`src/hdl/ffb_pkg.sv`:
```
// ----------------------------------------------------------------------------
// Framebuffer fill and blend package
// Shared types and constants for the drawing engine and its blend unit.
// ----------------------------------------------------------------------------
`default_nettype none

package ffb_pkg;

   // Width of one color channel and of the blend weight.
   localparam int CHAN_W = 8;
   localparam int PIXEL_W = 3 * CHAN_W;

   // Configuration port geometry.
   localparam int CSR_ADDR_W = 3;
   localparam int CSR_DATA_W = 32;
   localparam int DIM_W = 9;
   localparam logic [DIM_W-1:0] DIM_RESET = 9'd256;

   // Register indexes (byte address bit 2).
   localparam logic REG_IMAGE_WIDTH  = 1'b0;
   localparam logic REG_IMAGE_HEIGHT = 1'b1;

   // Command codes.
   typedef enum logic [2:0] {
      CMD_CLEAR = 3'd0,
      CMD_SET   = 3'd1,
      CMD_BLEND = 3'd2,
      CMD_BOX   = 3'd3,
      CMD_HRUN  = 3'd4,
      CMD_VRUN  = 3'd5,
      CMD_READ  = 3'd6
   } cmd_type;

   // Sequencer states.
   typedef enum logic [3:0] {
      ST_IDLE,
      ST_CLIP,
      ST_BOUND,
      ST_BASE,
      ST_WALK,
      ST_READ,
      ST_MUL,
      ST_DIV,
      ST_WRITE,
      ST_DONE
   } state_type;

endpackage

`default_nettype wire

```
`src/hdl/ffb_blend_unit.sv`:
```
// ----------------------------------------------------------------------------
// Framebuffer blend channel unit
// Blends one color channel: a registered signed product,
// then a divide by 255 truncated toward zero and the add of the old value.
// ----------------------------------------------------------------------------
`default_nettype none

module ffb_blend_unit (
   input  wire logic                      clock,
   input  wire logic                      load,
   input  wire logic [ffb_pkg::CHAN_W-1:0] src,
   input  wire logic [ffb_pkg::CHAN_W-1:0] dst,
   input  wire logic [ffb_pkg::CHAN_W-1:0] alpha,
   output      logic [ffb_pkg::CHAN_W-1:0] result
);

   logic signed [17:0] prod_ff;
   logic signed [17:0] prod_in;
   logic [ffb_pkg::CHAN_W-1:0] dst_ff;
   logic signed [8:0] diff;
   logic neg;
   logic [15:0] mag;
   logic [16:0] scaled;
   logic [ffb_pkg::CHAN_W-1:0] quot;

   always_comb begin
      diff = $signed({1'b0, src}) - $signed({1'b0, dst});
      prod_in = 18'(diff) * $signed({10'b0, alpha});
   end

   always_ff @(posedge clock) begin
      if (load) begin
         prod_ff <= prod_in;
         dst_ff  <= dst;
      end
   end

   // The magnitude is at most 255*255, where (m + m/256 + 1)/256 equals m/255.
   always_comb begin
      neg    = prod_ff[17];
      mag    = neg ? 16'(-prod_ff) : 16'(prod_ff);
      scaled = 17'(mag) + 17'(mag[15:8]) + 17'd1;
      quot   = scaled[15:8];
      result = neg ? dst_ff - quot : dst_ff + quot;
   end

endmodule

`default_nettype wire
```
`config.mk`:
```
export PLATFORM = sky130hd
export DESIGN_NAME = ffb_blend_unit
export DESIGN_NICKNAME = d
export VERILOG_FILES = /design/src/hdl/ffb_pkg.sv /design/src/hdl/ffb_blend_unit.sv
export SDC_FILE = /design/constraint.sdc
export NUM_CORES = 1
export LEC_CHECK = 0
export BUFFER_PORTS_ARGS = -buffer_cell sky130_fd_sc_hd__buf_2
export CAP_MARGIN = 10
export CORE_ASPECT_RATIO = 1.1
export CORE_UTILIZATION = 50
export CTS_BUF_LIST = sky130_fd_sc_hd__clkbuf_16
export CTS_CLUSTER_SIZE = 25
export DETAILED_ROUTE_END_ITERATION = 8
export GPL_ROUTABILITY_DRIVEN = 0
export GPL_TIMING_DRIVEN = 0
export MAX_ROUTING_LAYER = met4
export PLACE_DENSITY = 0.81
export SKIP_LAST_GASP = 1
export SLEW_MARGIN = 20
export SYNTH_ARGS = -nofsm -noshare
export SYNTH_HDL_FRONTEND = slang
export SYNTH_SLANG_ARGS = --single-unit
```
`constraint.sdc`:
```
create_clock -name clock -period 7.1 [get_ports clock]
set_input_delay 1.42 -clock clock [delete_from_list [all_inputs] [get_ports clock]]
set_output_delay 1.42 -clock clock [all_outputs]
set_load 0.01 [all_outputs]
```
==> results of run 1 <==
[flip-flops by register name (all words and copies together), names as in the netlist]
name / cells
dst_ff: 8
prod_ff: 17
[how the worst max path moves through the flow]
stage                     cells past startpoint  slack [ps]           to        from
after floorplan                              25         120  prod_ff[17]      dst[1]
after global placement                       25        -640  prod_ff[17]      dst[2]
after detailed placement                     26        -740  prod_ff[17]      src[0]
after CTS                                    25          10    result[7]  prod_ff[0]
after global routing                         27        -100  prod_ff[17]      dst[1]
final                                        22         130    result[7]  prod_ff[7]
[synthesized netlist by cell type (3+ instances only)]
cell        n  area share, %
a21boi_0    3           0.42
a21o_1      4           0.56
a21oi_1    19            1.8
a31oi_1     8           0.93
and2_1     22            2.6
clkbuf_1   12           0.84
edfxtp_1   25             14
fa_1       62             23
ha_1       59             14
inv_1     127            8.9
mux2_2      5            1.1
mux2i_1     4           0.75
nand2_1    58            4.1
nand2b_1   14            1.6
nand3_1     5           0.47
nor2_1     23            1.6
nor2b_1    16            1.9
nor3_1     11            1.0
o21a_1      4           0.56
o21ai_0    16            1.5
o31ai_1     3           0.42
o41ai_1     5           0.82
or2_2       4           0.47
or4_1       3           0.42
xnor2_1    29            4.7
xor2_1     13            2.1
xor2_2      3           0.91
[what timing repair did]
| item | CTS | global route |
|---|---|---|
| hold buffers | 0 | 0 |
| resized for setup | 8 | 51 |
| pin swaps | 7 | 34 |
| setup endpoints to repair | 7 | 7 |
| buffers inserted | 9 | 19 |
[cell type report]
type	instances	area [um2]
timing repair buffer	56	382
buffer	15	78.8
clock inverter	1	3.75
tap	143	179
clock buffer	3	75.1
inverter	128	480
fill	826	4090
sequential	25	751
multi-input combinational	433	4360
[layer usage]
layer  share of wire (%)  up-vias  wire (um)  global-route usage, %
met3                 3.6       40        438                   1.65
li1                    -     2052          -                      -
met4                 2.8        0        341                   7.05
met5                   0        -          0                      -
met1                  41     2121       5040                   26.2
met2                  52      138       6360                   39.7
[metrics by stage]
stage | cells | TNS [ps] | hold slack (ps)
global placement | 773 | -2010 | 1610
finish | 804 | 0 | 1360
CTS | 786 | 0 | 1360
floorplan | 602 | 0 | 1520
detailed placement | 773 | -2710 | 1620
global route | 804 | -182 | 1350
[cell families after synthesis]
group | Yosys count | share of synthesized area (%)
flops | 25 | 14.0
buf+inv | 144 | 10.5
mux | 9 | 1.80
compound gates | 85 | 12.1
fa+ha+maj | 121 | 36.9
xor+xnor | 46 | 8.08
simple gates | 172 | 16.6
[worst max-delay path, stage by stage (launching register included)]
cell and delay (ps):
edfxtp_1 390, or4_1 550, buf_6 170, o41ai_4 360, xor2_1 260, inv_2 110
ha_1 320, a211o_1 330, o221a_2 280, o311a_4 130, a21oi_4 300, a21boi_4 110
or3_1 340, and3_1 210, ha_4 300, nand2_1 70, a21o_1 200, a31oi_2 190
xnor2_2 120, nand2_1 90, a21oi_1 40, a211o_1 270, buf_2 130
==> impl_metrics.tcl, run 1 <==
set metrics [dict create \
    whs_path_depth 1 \
    dieArea_um2 11100 \
    seq_area_frac_synth_pct 14.0 \
    nets 809 \
    rsz0062_at_grt "yes" \
    postSynthAreaPerCell_um2 8.90 \
    grt.overflow.total 0 \
    final_cell_area_um2 6310 \
    slew_violations 0 \
    grt.total_usage_pct 22.2 \
    synth_flop_cell "edfxtp_1" \
    core-area_um2 10400 \
    syn_area_um2 5360 \
    min_from "dst[3]" \
    syn_to_final_growth_pct 17.7 \
    die_height_um 111 \
    placementRows 39 \
    ys_ff_latch 25 \
    grt_max_degree 26 \
    cap_violations 0 \
    cp-end-kind "output pin" \
    cts_root_buf "clkbuf_16" \
    synth_edf_count 25 \
    hold_viol_final 0 \
    final_common_cell "inv_1" \
    drive_gt1_share_pct 20.3 \
    status "finished, final reports clean" \
    fmax_mhz 143 \
    clk_pin_slew_ps 60 \
    ys_warn_count 0 \
    cts_inserted_buffers 3 \
    start_kind "register" \
    slew_headroom_pct 53.0 \
    ios 34 \
    worstPathMaxFanout 9 \
    grt_pass1_vias 4351 \
    syn_nets 749 \
    routed_wl_mm 12.2 \
    path_class "reg2out" \
    worstMarginPinSlew_ps 700 \
    min_to "dst_ff[3]" \
    syn_inst 602 \
    wl_per_cell_um 15.2 \
    dp_hpwl_mm 9.28 \
    period_needed_ps 6970 \
    clock_path_buffers 2 \
    dpl_worst_slack_ps -741 \
    setup_viol 0 \
    diodes 0 \
    synth_cell_types 67 \
    drtAntennaViolNets 0 \
    dr.pass1.iters 4 \
    drcViolationCount 0 \
    num_vias 4351 \
    fin_util_pct 60.7 \
    critical_path_arrival_ps 5550 \
    grt_pass1_wl_mm 19.5 \
    fin_crit_sh_pct 98.2 \
    worst_slack_ps 126 \
    layout_common_cells "inv_1, fa_1, nand2_1" \
    worstPathRequired_ps 5680 \
    synthArstFlopShare_pct 0 \
    placed_area_um2 5680 \
    drt-initial-drc-count 209 \
    port_buffers 28 \
    min_path_type "in2reg" \
    die_w_um 101 \
    cts.htree.levels 1 \
    cts_tree "built" \
    routed_via_density 5.41 \
    start_util_pct 51.6 \
    cts.sinks 25 \
    antenna_found_initial 0 \
]
Power of run 1 is not shown: default switching activity piles up to over one toggle a cycle in this logic, so the estimate is an artifact.
==> run 2: changes to the inputs <==
REMOVE_ABC_BUFFERS = 1   (was unset)
==> impl_metrics.tcl, run 2 (synthesis results as in run 1) <==
set metrics [dict create \
    clock_path_buffers 2 \
    multi_input_area_um2 4390 \
    routed_wl_mm 12.2 \
    clk_pin_slew_ps 60 \
    ios 34 \
    largest_reg_flops 17 \
    worstMarginPinSlew_ps 1060 \
    core-area_um2 10400 \
    min_path_type "in2reg" \
    diodes 0 \
    cap_violations 0 \
    grt_pass1_wl_mm 19.0 \
    cts_inserted_buffers 3 \
    cts_tree "built" \
    worstPathRequired_ps 7100 \
    path_class "in2reg" \
    layout_common_cells "inv_1, fa_1, nand2_1" \
    drcViolationCount 0 \
    crit_start "src[1]" \
    start_kind "input pin" \
    placementRows 39 \
    setup_viol 0 \
    syn_to_final_growth_pct 17.1 \
    dr.pass1.iters 5 \
    worstPathMaxFanout 3 \
    final-seq-area_um2 751 \
    largestRegisters "prod_ff: 17 flops, dst_ff: 8 flops" \
    slew_violations 0 \
    status "finished, final reports clean" \
    grt.overflow.total 0 \
    slew_headroom_pct 29.4 \
    fmax_mhz 143 \
    drtAntennaViolNets 0 \
    hold_viol_final 0 \
    dp_hpwl_mm 8.90 \
    dieArea_um2 11100 \
    placed_area_um2 5620 \
    nets 800 \
    cts_root_buf "clkbuf_16" \
    die_height_um 111 \
    num_vias 4366 \
    grt.total_usage_pct 21.3 \
    largest_register "prod_ff" \
    drt-initial-drc-count 177 \
    crit_end "prod_ff[17]" \
    grt_pass1_vias 4335 \
    wl_per_cell_um 15.3 \
    port_buffers 33 \
    drive_gt1_share_pct 21.8 \
    setup-tns-final_ps 0 \
    fill_cells 801 \
    routed_via_density 5.49 \
    cts.htree.levels 1 \
    cp-end-kind "register" \
    period_needed_ps 6980 \
    die_w_um 101 \
    antenna_found_initial 0 \
    grt_max_degree 26 \
    final_common_cell "inv_1" \
    fin_crit_sh_pct 98.3 \
    critical_path_arrival_ps 6980 \
    hold_slack_ps 1350 \
    start_util_pct 51.6 \
    final_cell_area_um2 6280 \
    cts.sinks 25 \
]
-- run 2: what timing repair did --
| item | CTS | global route |
|---|---|---|
| resized for setup | 11 | 62 |
| setup buffers | 9 | 19 |
| cloned | 0 | 1 |
| endpoints found under the setup margin | 8 | 6 |
| pin swaps | 5 | 50 |
| hold endpoints to repair | 0 | 0 |
| hold buffers | 0 | 0 |
-- run 2: area by class of cell --
type | instances | share of cell area (%)
flip-flops and latches | 25 | 12.0
clock inverters | 1 | 0.0797
repair buffers | 61 | 6.30
inverters | 128 | 7.69
well taps | 143 | 2.85
multi-input cells | 434 | 69.9
clock buffers | 3 | 1.20
-- run 2: critical path, cell delays in order --
cell and delay [ps]:
buf_4 130, ha_4 230, nor2b_4 120, o21ai_2 150
a21boi_1 100, o21a_1 220, nor2_4 140, o21bai_4 90
a21oi_4 210, buf_6 140, buf_6 90, mux2_4 300
fa_1 530, inv_1 50, fa_1 470, fa_1 520
inv_1 50, fa_1 500, inv_2 50, ha_4 270
o21a_1 150, nor2_2 50, or3_4 390, a31oi_4 230
a21oi_2 80, o21bai_1 170, xnor2_1 120
-- run 2: how the worst min path moves through the flow --
stage	from	endpoint	depth (start not counted)
6_report	dst[2]	dst_ff[2]	1
2_1_floorplan	dst[0]	dst_ff[0]	0
4_1_cts	dst[2]	dst_ff[2]	1
5_1_grt	dst[2]	dst_ff[2]	1
3_5_place_dp	dst[2]	dst_ff[2]	1
3_3_place_gp	dst[3]	dst_ff[3]	1
-- run 2: routing by layer --
metal,GRT usage [%],vias up,wire [um]
met3,0.696,36,376
met1,25.7,2164,5040
met5,-,-,0
li1,-,2039,-
met2,38.8,127,6360
met4,5.60,0,397
-- run 2: through the flow --
step	std cells	util [%]	setup WS, ps
3_5_place_dp	762	54.1	-861
5_1_grt	795	60.4	-91.4
6_report	795	60.4	122
3_3_place_gp	762	54.1	-744
2_1_floorplan	586	-	-79.0
4_1_cts	775	56.1	4.21
Power of run 2 is left out for the same reason.
==> run 3: changes to the inputs <==
clock period = 5.8 ns   (was 7.1 ns; I/O delays follow)
==> impl_metrics.tcl, run 3 (synthesis results as in run 1) <==
set metrics [dict create \
    cts_tree "built" \
    final_common_cell "inv_1" \
    worstPathRequired_ps 5810 \
    cp-end-kind "register" \
    routed_via_density 5.95 \
    grt_pass1_wl_mm 22.8 \
    layout_common_cells "inv_1, buf_4, fa_1" \
    cts.htree.levels 1 \
    largest_register "prod_ff" \
    period_needed_ps 6830 \
    nets 862 \
    drt-initial-drc-count 311 \
    num_vias 5097 \
    port_buffers 33 \
    largestRegisters "prod_ff: 17 flops, dst_ff: 8 flops" \
    clk_pin_slew_ps 60 \
    core-area_um2 10400 \
    dp_hpwl_mm 8.90 \
    syn_to_final_growth_pct 36.1 \
    min_path_type "in2reg" \
    slew_headroom_pct 50.5 \
    placementRows 39 \
    drtAntennaViolNets 0 \
    wl_per_cell_um 20.6 \
    grt.overflow.total 0 \
    cts_root_buf "clkbuf_16" \
    ios 34 \
    rsz0062_at_grt "yes" \
    cap_violations 0 \
    status "complete, but fails checks" \
    antenna_found_initial 0 \
    failed_checks "setup timing" \
    diodes 0 \
    grt.total_usage_pct 26.2 \
    cts.sinks 25 \
    fin_crit_sh_pct 118 \
    grt_pass1_vias 5065 \
    start_kind "input pin" \
    die_height_um 111 \
    setup_viol 16 \
    die_w_um 101 \
    hold_viol_final 0 \
    slew_violations 0 \
    cts_inserted_buffers 3 \
    dpl_worst_slack_ps -1900 \
    grt_max_degree 26 \
    largest_reg_flops 17 \
    worstPathMaxFanout 7 \
    dr.pass1.iters 5 \
    routed_wl_mm 17.7 \
    hold_buffers 0 \
    path_class "in2reg" \
    start_util_pct 51.6 \
    drive_gt1_share_pct 39.6 \
    fmax_mhz 146 \
    dieArea_um2 11100 \
    worstMarginPinSlew_ps 743 \
    clock_path_buffers 2 \
    critical_path_arrival_ps 6840 \
    worst_slack_ps -1030 \
    drcViolationCount 0 \
]
[run 3: final cells by class]
type,count,area (um2)
inverters,128,485
multi-input cells,433,4820
fillers,638,3100
well taps,143,179
repair buffers,124,975
clock buffers,3,75.1
clock inverters,1,5.00
flip-flops and latches,25,751
[run 3: repair_timing]
action / CTS / global route
endpoints found under the setup margin: 18 / 17
setup buffers: 49 / 47
pin swaps: 70 / 108
resized for setup: 105 / 98
[run 3: worst max-delay path: stages]
cell and delay, ps:
buf_2 160, ha_4 180, fa_2 220, nor2b_2 50, o21ai_2 160, a21boi_2 100
o21a_1 220, o21ai_2 130, nand2b_1 120, a21oi_4 190, buf_12 170, nand2_8 70
buf_4 150, fa_2 560, inv_1 50, fa_1 500, fa_1 540, inv_1 80
fa_1 500, inv_2 50, ha_4 270, o21a_1 140, nor2_2 50, or3_4 360
a31oi_4 200, a21oi_2 90, o21bai_1 210, xnor2_1 130
[run 3: through the flow]
stage	hold WS, ps	util, %	instance area (um2)	setup TNS, ps	cells
floorplan	1260	-	5280	-7650	586
global placement	1360	54.1	5620	-16250	762
detailed placement	1360	54.1	5620	-18350	762
CTS	1090	62.8	6520	-3810	814
global route	1090	70.2	7290	-10140	857
finish	1090	70.2	7290	-8310	857
[run 3: final timing paths]
kind,start,cells past startpoint,slack (ps),to
max,dst[0],28,-1030,prod_ff[17]
min,dst[7],1,1090,dst_ff[7]
[run 3: per-layer routing]
metal  track usage, %  wire length (um)
met1             28.5              5990
met2             48.6              9410
met3             1.33              1090
met4             11.2              1180
met5                -                 0
Power of run 3 is left out for the same reason.
